### src/hdl/pbt_pkg.sv
// Package for the wire-format field tokenizer: beat types, byte token
// passed from the front end to the decoder, phase and result-kind codes.
package pbt_pkg;

    typedef struct packed {
        logic [7:0] data_byte;
        logic       last_byte;
    } t_in;

    typedef enum logic [1:0] {
        KIND_VARINT = 2'd0,
        KIND_LEN    = 2'd1,
        KIND_OK     = 2'd2,
        KIND_ERR    = 2'd3
    } t_kind;

    typedef struct packed {
        t_kind       kind;
        logic [31:0] field_number;
        logic [63:0] field_value;
        logic [15:0] payload_offset;
        logic        final_res;
    } t_res;

    // Classified byte as queued between front end and decoder
    typedef struct packed {
        logic [6:0]  low7;
        logic        cont;
        logic        last;
        logic        too_long;
        logic [15:0] pos;      // message position after this byte, mod 2^16
    } t_tok;

    typedef enum logic [2:0] {
        PH_TAG    = 3'd0,
        PH_VALUE  = 3'd1,
        PH_LENGTH = 3'd2,
        PH_SKIP   = 3'd3,
        PH_DRAIN  = 3'd4
    } t_phase;

    localparam logic [3:0] VARINT_LAST_IDX = 4'd9;   // tenth byte of a varint
    localparam int unsigned QUEUE_DEPTH    = 4;

endpackage

### src/hdl/pbt_front.sv
// Front end: takes message bytes, tracks position within the message and
// flags over-length bytes. Depends on pbt_pkg.
module pbt_front import pbt_pkg::*; #(
    parameter int unsigned MAX_MESSAGE_BYTES = 65536
) (
    input  logic i_clk,
    input  logic i_rst_n,
    input  logic i_valid,
    output logic o_ready,
    input  t_in  i_data,
    input  logic i_q_full,
    output logic o_push,
    output t_tok o_tok
);

    localparam int unsigned CW = $clog2(MAX_MESSAGE_BYTES + 1);
    localparam logic [CW-1:0] MAX_IDX = CW'(MAX_MESSAGE_BYTES);

    logic [CW-1:0] r_idx, n_idx;
    logic [CW:0]   idx_inc;
    logic          at_max;

    assign o_ready = !i_q_full;
    assign o_push  = i_valid && !i_q_full;
    assign at_max  = (r_idx == MAX_IDX);
    assign idx_inc = {1'b0, r_idx} + {{CW{1'b0}}, 1'b1};

    always_comb begin
        o_tok.low7     = i_data.data_byte[6:0];
        o_tok.cont     = i_data.data_byte[7];
        o_tok.last     = i_data.last_byte;
        o_tok.too_long = at_max;
        o_tok.pos      = 16'(idx_inc);
    end

    // Counter restarts after every last byte, saturates at the size limit
    always_comb begin
        n_idx = r_idx;
        if (o_push) begin
            if (i_data.last_byte) begin
                n_idx = '0;
            end else if (!at_max) begin
                n_idx = idx_inc[CW-1:0];
            end
        end
    end

    always_ff @(posedge i_clk) begin
        if (!i_rst_n) begin
            r_idx <= '0;
        end else begin
            r_idx <= n_idx;
        end
    end

endmodule

### src/hdl/pbt_fifo.sv
// Short token queue between front end and decoder.
// Depends on pbt_pkg (t_tok).
module pbt_fifo import pbt_pkg::*; #(
    parameter int unsigned DEPTH = 4
) (
    input  logic i_clk,
    input  logic i_rst_n,
    input  logic i_push,
    input  t_tok i_tok,
    input  logic i_pop,
    output t_tok o_tok,
    output logic o_full,
    output logic o_empty
);

    localparam int unsigned PW = $clog2(DEPTH);
    localparam int unsigned NW = $clog2(DEPTH + 1);
    localparam logic [PW-1:0] LAST_PTR = PW'(DEPTH - 1);
    localparam logic [NW-1:0] FULL_CNT = NW'(DEPTH);

    t_tok          r_mem [DEPTH];
    logic [PW-1:0] r_wr_ptr, r_rd_ptr;
    logic [NW-1:0] r_cnt;
    logic          do_push, do_pop;

    assign o_full  = (r_cnt == FULL_CNT);
    assign o_empty = (r_cnt == '0);
    assign o_tok   = r_mem[r_rd_ptr];
    assign do_push = i_push && !o_full;
    assign do_pop  = i_pop && !o_empty;

    always_ff @(posedge i_clk) begin
        if (do_push) begin
            r_mem[r_wr_ptr] <= i_tok;
        end
    end

    always_ff @(posedge i_clk) begin
        if (!i_rst_n) begin
            r_wr_ptr <= '0;
            r_rd_ptr <= '0;
            r_cnt    <= '0;
        end else begin
            if (do_push) begin
                r_wr_ptr <= (r_wr_ptr == LAST_PTR) ? '0 : r_wr_ptr + 1'b1;
            end
            if (do_pop) begin
                r_rd_ptr <= (r_rd_ptr == LAST_PTR) ? '0 : r_rd_ptr + 1'b1;
            end
            if (do_push && !do_pop) begin
                r_cnt <= r_cnt + 1'b1;
            end else if (do_pop && !do_push) begin
                r_cnt <= r_cnt - 1'b1;
            end
        end
    end

    a_cnt_bound: assert property (@(posedge i_clk) disable iff (!i_rst_n)
        r_cnt <= FULL_CNT)
        else $error("token queue count beyond depth");

endmodule

### src/hdl/pbt_back.sv
// Decoder: pops byte tokens, runs the tag/varint/skip state machine and
// drives the result register. Depends on pbt_pkg.
module pbt_back import pbt_pkg::*; (
    input  logic i_clk,
    input  logic i_rst_n,
    input  t_tok i_tok,
    input  logic i_empty,
    output logic o_pop,
    output logic o_valid,
    input  logic i_ready,
    output t_res o_res
);

    t_phase      r_phase, n_phase;
    logic [63:0] r_acc, n_acc;
    logic [3:0]  r_sc, n_sc;
    logic [31:0] r_field, n_field;
    logic [63:0] r_skip, n_skip;

    logic        r_out_valid;
    t_res        r_out;
    logic        r_pend, r_pend_err;

    logic        out_free;
    logic [5:0]  shamt;
    logic [63:0] acc_new;
    logic [2:0]  wt;
    logic        bad_wt, vint_over, err, ends_clean, draining;
    logic        field_emit, final_emit, final_err;
    t_res        field_res, final_out;

    assign out_free = !r_out_valid || i_ready;
    assign o_pop    = !i_empty && out_free && !r_pend;
    assign o_valid  = r_out_valid;
    assign o_res    = r_out;

    // Shared decode of the head token
    always_comb begin
        shamt     = {r_sc[2:0], 3'b000} - {3'b000, r_sc[2:0]} + (r_sc[3] ? 6'd56 : 6'd0);
        acc_new   = r_acc | (64'(i_tok.low7) << shamt);
        wt        = acc_new[2:0];
        bad_wt    = wt inside {3'd3, 3'd4, 3'd6, 3'd7};
        vint_over = i_tok.cont && (r_sc >= VARINT_LAST_IDX);
        draining  = (r_phase == PH_DRAIN);
        err        = 1'b0;
        ends_clean = 1'b0;
        case (r_phase)
            PH_TAG: begin
                err = vint_over || (!i_tok.cont && bad_wt);
            end
            PH_VALUE: begin
                err        = vint_over;
                ends_clean = !i_tok.cont;
            end
            PH_LENGTH: begin
                err        = vint_over;
                ends_clean = !i_tok.cont && (acc_new == '0);
            end
            PH_SKIP: begin
                ends_clean = (r_skip == 64'd1);
            end
            default: begin
                err = 1'b0;
            end
        endcase
        if (!draining && i_tok.too_long) begin
            err = 1'b1;
        end
    end

    // Next state
    always_comb begin
        n_phase = r_phase;
        n_acc   = r_acc;
        n_sc    = r_sc;
        n_field = r_field;
        n_skip  = r_skip;
        if (o_pop) begin
            if (draining) begin
                if (i_tok.last) begin
                    n_phase = PH_TAG;
                end
            end else if (err) begin
                n_acc   = '0;
                n_sc    = '0;
                n_phase = i_tok.last ? PH_TAG : PH_DRAIN;
            end else begin
                case (r_phase)
                    PH_TAG, PH_VALUE, PH_LENGTH: begin
                        if (i_tok.cont) begin
                            n_acc = acc_new;
                            n_sc  = r_sc + 4'd1;
                        end else begin
                            n_acc = '0;
                            n_sc  = '0;
                            if (r_phase == PH_TAG) begin
                                n_field = acc_new[34:3];
                                case (wt)
                                    3'd0: n_phase = PH_VALUE;
                                    3'd2: n_phase = PH_LENGTH;
                                    3'd1: begin
                                        n_phase = PH_SKIP;
                                        n_skip  = 64'd8;
                                    end
                                    3'd5: begin
                                        n_phase = PH_SKIP;
                                        n_skip  = 64'd4;
                                    end
                                    default: n_phase = PH_TAG;
                                endcase
                            end else if (r_phase == PH_LENGTH && acc_new != '0) begin
                                n_phase = PH_SKIP;
                                n_skip  = acc_new;
                            end else begin
                                n_phase = PH_TAG;
                            end
                        end
                    end
                    PH_SKIP: begin
                        n_skip = r_skip - 64'd1;
                        if (r_skip == 64'd1) begin
                            n_phase = PH_TAG;
                        end
                    end
                    default: n_phase = r_phase;
                endcase
                if (i_tok.last) begin
                    n_phase = PH_TAG;
                    n_acc   = '0;
                    n_sc    = '0;
                end
            end
        end
    end

    // Result generation
    always_comb begin
        field_emit = o_pop && !draining && !err && !i_tok.cont &&
                     (r_phase == PH_VALUE || r_phase == PH_LENGTH);
        final_emit = o_pop && !draining && (err || i_tok.last);
        final_err  = err || !ends_clean;

        field_res.kind           = (r_phase == PH_LENGTH) ? KIND_LEN : KIND_VARINT;
        field_res.field_number   = r_field;
        field_res.field_value    = acc_new;
        field_res.payload_offset = (r_phase == PH_LENGTH) ? i_tok.pos : 16'd0;
        field_res.final_res      = 1'b0;

        final_out.kind           = (r_pend ? r_pend_err : final_err) ? KIND_ERR : KIND_OK;
        final_out.field_number   = '0;
        final_out.field_value    = '0;
        final_out.payload_offset = '0;
        final_out.final_res      = 1'b1;
    end

    always_ff @(posedge i_clk) begin
        if (!i_rst_n) begin
            r_phase <= PH_TAG;
            r_acc   <= '0;
            r_sc    <= '0;
        end else begin
            r_phase <= n_phase;
            r_acc   <= n_acc;
            r_sc    <= n_sc;
        end
    end

    always_ff @(posedge i_clk) begin
        r_field <= n_field;
        r_skip  <= n_skip;
    end

    // Output register; a final beat that follows a field beat waits in r_pend
    always_ff @(posedge i_clk) begin
        if (!i_rst_n) begin
            r_out_valid <= 1'b0;
            r_pend      <= 1'b0;
            r_pend_err  <= 1'b0;
        end else if (r_pend && out_free) begin
            r_out_valid <= 1'b1;
            r_pend      <= 1'b0;
        end else if (o_pop) begin
            r_out_valid <= field_emit || final_emit;
            r_pend      <= field_emit && final_emit;
            r_pend_err  <= final_err;
        end else if (out_free) begin
            r_out_valid <= 1'b0;
        end
    end

    always_ff @(posedge i_clk) begin
        if (r_pend && out_free) begin
            r_out <= final_out;
        end else if (o_pop && field_emit) begin
            r_out <= field_res;
        end else if (o_pop && final_emit) begin
            r_out <= final_out;
        end
    end

    a_pend_has_out: assert property (@(posedge i_clk) disable iff (!i_rst_n)
        r_pend |-> r_out_valid)
        else $error("pending final beat without a field beat in front");

    a_no_pop_pend: assert property (@(posedge i_clk) disable iff (!i_rst_n)
        r_pend |-> !o_pop)
        else $error("token popped while a final beat is pending");

    a_drain_silent: assert property (@(posedge i_clk) disable iff (!i_rst_n)
        (o_pop && r_phase == PH_DRAIN) |-> (!field_emit && !final_emit))
        else $error("result produced while draining an errored message");

    a_final_flag: assert property (@(posedge i_clk) disable iff (!i_rst_n)
        r_out_valid |-> (r_out.final_res == (r_out.kind == KIND_OK || r_out.kind == KIND_ERR)))
        else $error("final flag does not match result kind");

    a_skip_nonzero: assert property (@(posedge i_clk) disable iff (!i_rst_n)
        (r_phase == PH_SKIP) |-> (r_skip != '0))
        else $error("skip phase with nothing left to skip");

endmodule

### src/hdl/protobuf_wire_field_tokenizer_core.sv
// Wire-format field tokenizer, top level: front end, token queue, decoder.
// Depends on pbt_pkg, pbt_front, pbt_fifo, pbt_back.
//
// Input channel (i_valid/o_ready/i_data): one message byte per beat, with
// last_byte set on the final byte of each message. Output channel
// (o_valid/i_ready/o_res): one result per beat - a varint field, a
// length-delimited field (offset and length; payload bytes are skipped),
// then a final OK or decode-error beat closing every message.
// Path: an accepted byte is written into the token queue, popped by the
// decoder, and its result is registered in the result register that
// drives o_valid. Throughput is one byte per cycle while the receiver takes
// results; the decoder handles a byte each cycle, and only a last byte
// that also closes a field stalls it, since results leave one beat at a time.
// After an error, bytes up to and including the last one are swallowed.
// Reset (synchronous, active low) empties the token queue and the result
// register and starts a fresh message. When the receiver stalls, the
// result is held, the decoder stops, the four-entry token queue keeps
// taking bytes until full, then o_ready drops.
module protobuf_wire_field_tokenizer_core import pbt_pkg::*; #(
    parameter int unsigned MAX_MESSAGE_BYTES = 65536
) (
    input  logic i_clk,
    input  logic i_rst_n,
    input  logic i_valid,
    output logic o_ready,
    input  t_in  i_data,
    output logic o_valid,
    input  logic i_ready,
    output t_res o_res
);

    logic q_full, q_empty, push, pop;
    t_tok tok_in, tok_out;

    pbt_front #(
        .MAX_MESSAGE_BYTES(MAX_MESSAGE_BYTES)
    ) u_front (
        .i_clk   (i_clk),
        .i_rst_n (i_rst_n),
        .i_valid (i_valid),
        .o_ready (o_ready),
        .i_data  (i_data),
        .i_q_full(q_full),
        .o_push  (push),
        .o_tok   (tok_in)
    );

    pbt_fifo #(
        .DEPTH(QUEUE_DEPTH)
    ) u_fifo (
        .i_clk  (i_clk),
        .i_rst_n(i_rst_n),
        .i_push (push),
        .i_tok  (tok_in),
        .i_pop  (pop),
        .o_tok  (tok_out),
        .o_full (q_full),
        .o_empty(q_empty)
    );

    pbt_back u_back (
        .i_clk  (i_clk),
        .i_rst_n(i_rst_n),
        .i_tok  (tok_out),
        .i_empty(q_empty),
        .o_pop  (pop),
        .o_valid(o_valid),
        .i_ready(i_ready),
        .o_res  (o_res)
    );

endmodule

### config.mk
export PLATFORM = sky130hd
export DESIGN_NAME = protobuf_wire_field_tokenizer_core
export DESIGN_NICKNAME = d
export VERILOG_FILES = /design/src/hdl/pbt_pkg.sv /design/src/hdl/pbt_front.sv /design/src/hdl/pbt_fifo.sv /design/src/hdl/pbt_back.sv /design/src/hdl/protobuf_wire_field_tokenizer_core.sv
export SDC_FILE = /design/constraint.sdc
export NUM_CORES = 1
export LEC_CHECK = 0
export ABC_CLOCK_PERIOD_IN_PS = 11900
export BUFFER_PORTS_ARGS = -buffer_cell sky130_fd_sc_hd__buf_2
export CAP_MARGIN = 15
export CORE_ASPECT_RATIO = 1.2
export CORE_MARGIN = 1.5
export CORE_UTILIZATION = 60
export CTS_CLUSTER_DIAMETER = 100
export CTS_CLUSTER_SIZE = 30
export DETAILED_ROUTE_END_ITERATION = 10
export GPL_TIMING_DRIVEN = 1
export PLACE_DENSITY = 0.87
export RECOVER_POWER = 50
export SLEW_MARGIN = 20
export SYNTH_ARGS = -nofsm -noshare
export SYNTH_HDL_FRONTEND = slang
export SYNTH_HIERARCHICAL = 1
export SYNTH_SLANG_ARGS = --single-unit
### constraint.sdc
create_clock -name i_clk -period 11.9 [get_ports i_clk]
set_input_delay 1.19 -clock i_clk [delete_from_list [all_inputs] [get_ports i_clk]]
set_output_delay 1.19 -clock i_clk [all_outputs]
set_load 0.1 [all_outputs]
==> results.py <==
metrics = {
    "status": {
        "outcome": "finished with violations",
        "violations": "capacitance limit, slew limit",
    },
    "route": {
        "drt_first_pass_iters": 6,
        "vias": 13500,
        "antenna_left": 0,
        "routedWlPerCell_um": 22.0,
        "drc": 0,
        "first_iter_violations": 1320,
        "via_per_inst": 6.60,
        "totalWireLength_mm": 45.0,
    },
    "logic_synthesis": {
        "yosysTopAreaCell": "edfxtp_1",
        "synth.area.top_cells": "edfxtp_1 (33%), dfxtp_1 (23%), a22o_1 (4.1%)",
        "synth_top_flop_cell": "dfxtp_1",
        "synth_edf_count": 202,
        "seq_area_frac_synth": 0.569,
        "ys_ff_latch": 415,
        "netlist.area_leader.share": 0.334,
        "synthDistinctLibCells": 93,
        "synth.net_count": 1615,
        "synthCells": 1582,
        "synth_area_sq_um": 18200,
        "synthArstFlopShare": 0,
        "synth_area_per_cell_sq_um": 11.5,
        "synth_warnings": 6,
    },
    "place": {
        "gp_congestion": 0.955,
        "port_buffers": 129,
        "placedInstanceArea_sq_um": 18900,
        "dp_hpwl_mm": 30.9,
    },
    "sta": {
        "tightestPinTransition_ns": 1.76,
        "slew_headroom": -0.173,
        "clock.fmax_mhz": 137,
        "fin_crit_ns": 7.28,
        "period_share": 0.612,
        "setup_violations": 0,
        "slew_viol_final": 165,
        "skew_ns": 0.0296,
        "rsz0062_at_grt": "no",
        "fin_setup_tns_ns": 0,
        "finalHoldViolCount": 0,
    },
    "layout": {
        "drive_above_1_share": 0.0538,
        "synthToLayoutAreaGrowth_pct": 5.53,
        "design_area_sq_um": 19200,
        "nets": 1675,
        "antenna_cells": 0,
    },
    "grt": {
        "grt_usage": 0.280,
        "antenna_found_initial": 0,
        "grt_pass1_wl_mm": 69.9,
        "grt-ovfl-total": 0,
        "first_global_vias": 12900,
        "grt_max_degree": 103,
    },
    "floorplanning": {
        "rows": 69,
        "initial_core_util": 0.611,
        "ioPinCount": 130,
        "die_w_um": 162,
        "fp.dieArea_sq_um": 31300,
        "core-area_sq_um": 29700,
        "die_h_um": 194,
    },
    "clocking": {
        "hold_buffers": 0,
        "cts_tree": "built",
        "clock-sinks": 415,
        "max-clock-path-buffers": 3,
        "clk_latency_ns": 0.54,
        "post_cts_resized": 0,
        "cts_made_buffers": 17,
        "clk_pin_slew_ns": 0.11,
        "cts_setup_buffers": 0,
        "htreeDepth": 1,
        "cts-root-buf": "clkbuf_16",
    },
    "pwr": {
        "p_per_area_nw_per_um2": 230,
        "p_leak_nw": 6.41,
        "total_power_w": 0.00441,
        "ir_drop_uv": 189,
    },
    "worst_setup_path": {
        "end_kind": "flip-flop",
        "cp-start-kind": "flip-flop",
        "worstPathRequired_ns": 12.38,
        "crit_path_max_fanout": 102,
        "arrival_ns": 7.76,
        "crit_type": "flip-flop to flip-flop",
    },
    "job": {
        "drv_cap": 6,
    },
    "hold_path": {
        "hold_class": "flip-flop to flip-flop",
    },
}
[cells in the mapped netlist, drive strengths merged, types with 4 or more instances]
| library cell | count |
|---|---|
| dfxtp | 213 |
| edfxtp | 202 |
| a21oi | 148 |
| nor2 | 128 |
| a22o | 84 |
| inv | 66 |
| o22ai | 66 |
| xnor2 | 62 |
| clkbuf | 58 |
| nand2 | 56 |
| buf | 49 |
| nor3 | 48 |
| nor4 | 32 |
| o2bb2ai | 31 |
| o21ai | 30 |
| mux4 | 29 |
| nand3 | 23 |
| or3 | 23 |
| xor2 | 21 |
| ha | 19 |
| or4 | 13 |
| mux2i | 12 |
| a211oi | 11 |
| and3 | 11 |
| nand4 | 11 |
| nand2b | 9 |
| and2 | 8 |
| or2 | 8 |
| nor2b | 7 |
| a21o | 6 |
| o211ai | 6 |
| o21a | 6 |
| o31ai | 6 |
| a221oi | 5 |
| a31oi | 5 |
| and4 | 5 |
| mux2 | 5 |
| a2111oi | 4 |
| nand3b | 4 |
| nor4b | 4 |
| o2111ai | 4 |
| o32ai | 4 |
[where the power goes]
group	leakage, nW	switching (W)	internal, W
combinational	2.55	0.00142	0.000495
sequential	3.63	0.0000970	0.00171
clock	0.231	0.000417	0.000277
[critical path, cell delays in order (launching register included)]
cell and delay (ns):
dfxtp_1 0.93, inv_1 0.29, ha_1 0.48, nor3b_1 0.45, xor2_1 0.45, a21oi_1 1.38
a21oi_1 0.43, a2111oi_4 0.62, nor4_4 0.10, inv_2 0.50, o31ai_2 0.22, nor2_4 0.34
buf_6 0.62, a22o_1 0.25
[registers in the layout, indices dropped and copies added (netlist names), named ones only]
name / flops
u_fifo/r_rd_ptr: 2
u_back/r_phase: 3
u_fifo/r_cnt: 3
u_back/r_pend_err: 1
u_fifo/r_mem: 104
u_back/r_pend: 1
u_back/r_sc: 4
u_back/o_valid: 1
u_back/r_acc: 64
u_back/r_skip: 64
u_fifo/r_wr_ptr: 2
u_back/r_field: 32
u_back/o_res: 115
u_front/r_idx: 17
[area by class of cell]
type                    instances  area [sq um]
multi-input cells             994          7000
clock inverters                 2          15.0
repair buffers                148           611
inverters                      66           248
flip-flops and latches        415         10300
fillers                      2306         10500
clock buffers                  28           467
well taps                     390           488
[worst paths after layout]
check / start / to / slack [ns] / depth (start not counted)
setup / recovery: u_back/r_sc[0] / u_back/o_res[110] / 4.62 / 13
hold / removal: u_back/r_field[8] / u_back/o_res[89] / 0.47 / 1
setup reg to reg: u_back/r_sc[0] / u_back/o_res[110] / 4.62 / 13
hold reg to reg: u_back/r_field[8] / u_back/o_res[89] / 0.47 / 1
[cell usage in the layout, fill, tap and decap left out, types with 6 or more instances in the layout]
cell	n
dfxtp_1	213
edfxtp_1	202
a21oi_1	147
clkbuf_1	144
nor2_1	127
a22o_1	84
o22ai_1	66
inv_1	64
xnor2_1	61
nand2_1	54
nor3_1	44
o2bb2ai_1	31
nor4_1	29
o21ai_0	26
mux4_2	23
or3_1	22
nand3_1	22
xor2_1	21
ha_1	19
clkbuf_16	17
or4_1	13
mux2i_1	12
buf_4	12
nand4_1	11
a211oi_1	11
and3_1	10
nand2b_1	9
nor2b_1	7
o21a_1	6
a21o_1	6
o211ai_1	6
mux4_1	6
[metal layers]
metal  global-route usage  wire length, um
met3               0.0354             3180
met5                    0                0
met4                0.140             2400
met2                0.483            22500
met1                0.346            16900
[kinds of logic after synthesis]
kind of cell	share of synthesized area
DFF	0.569
and+or+nand+nor	0.115
buffers and inverters	0.0443
AOI/OAI and AO/OA	0.170
muxes	0.0469
xor gates and xnor gates	0.0405
adders and majority gates	0.0142
[per-stage QoR]
stage	hold slack, ns	utilization	setup WS [ns]	std cells
global route	0.486	0.645	4.04	2043
CTS	0.473	0.652	5.45	2042
finish	0.468	0.645	4.62	2043
floorplan	0.439	-	6.55	1582
detailed placement	0.444	0.636	5.50	2012
global placement	0.441	0.636	5.86	2012
(Power assumes the default switching activity.)
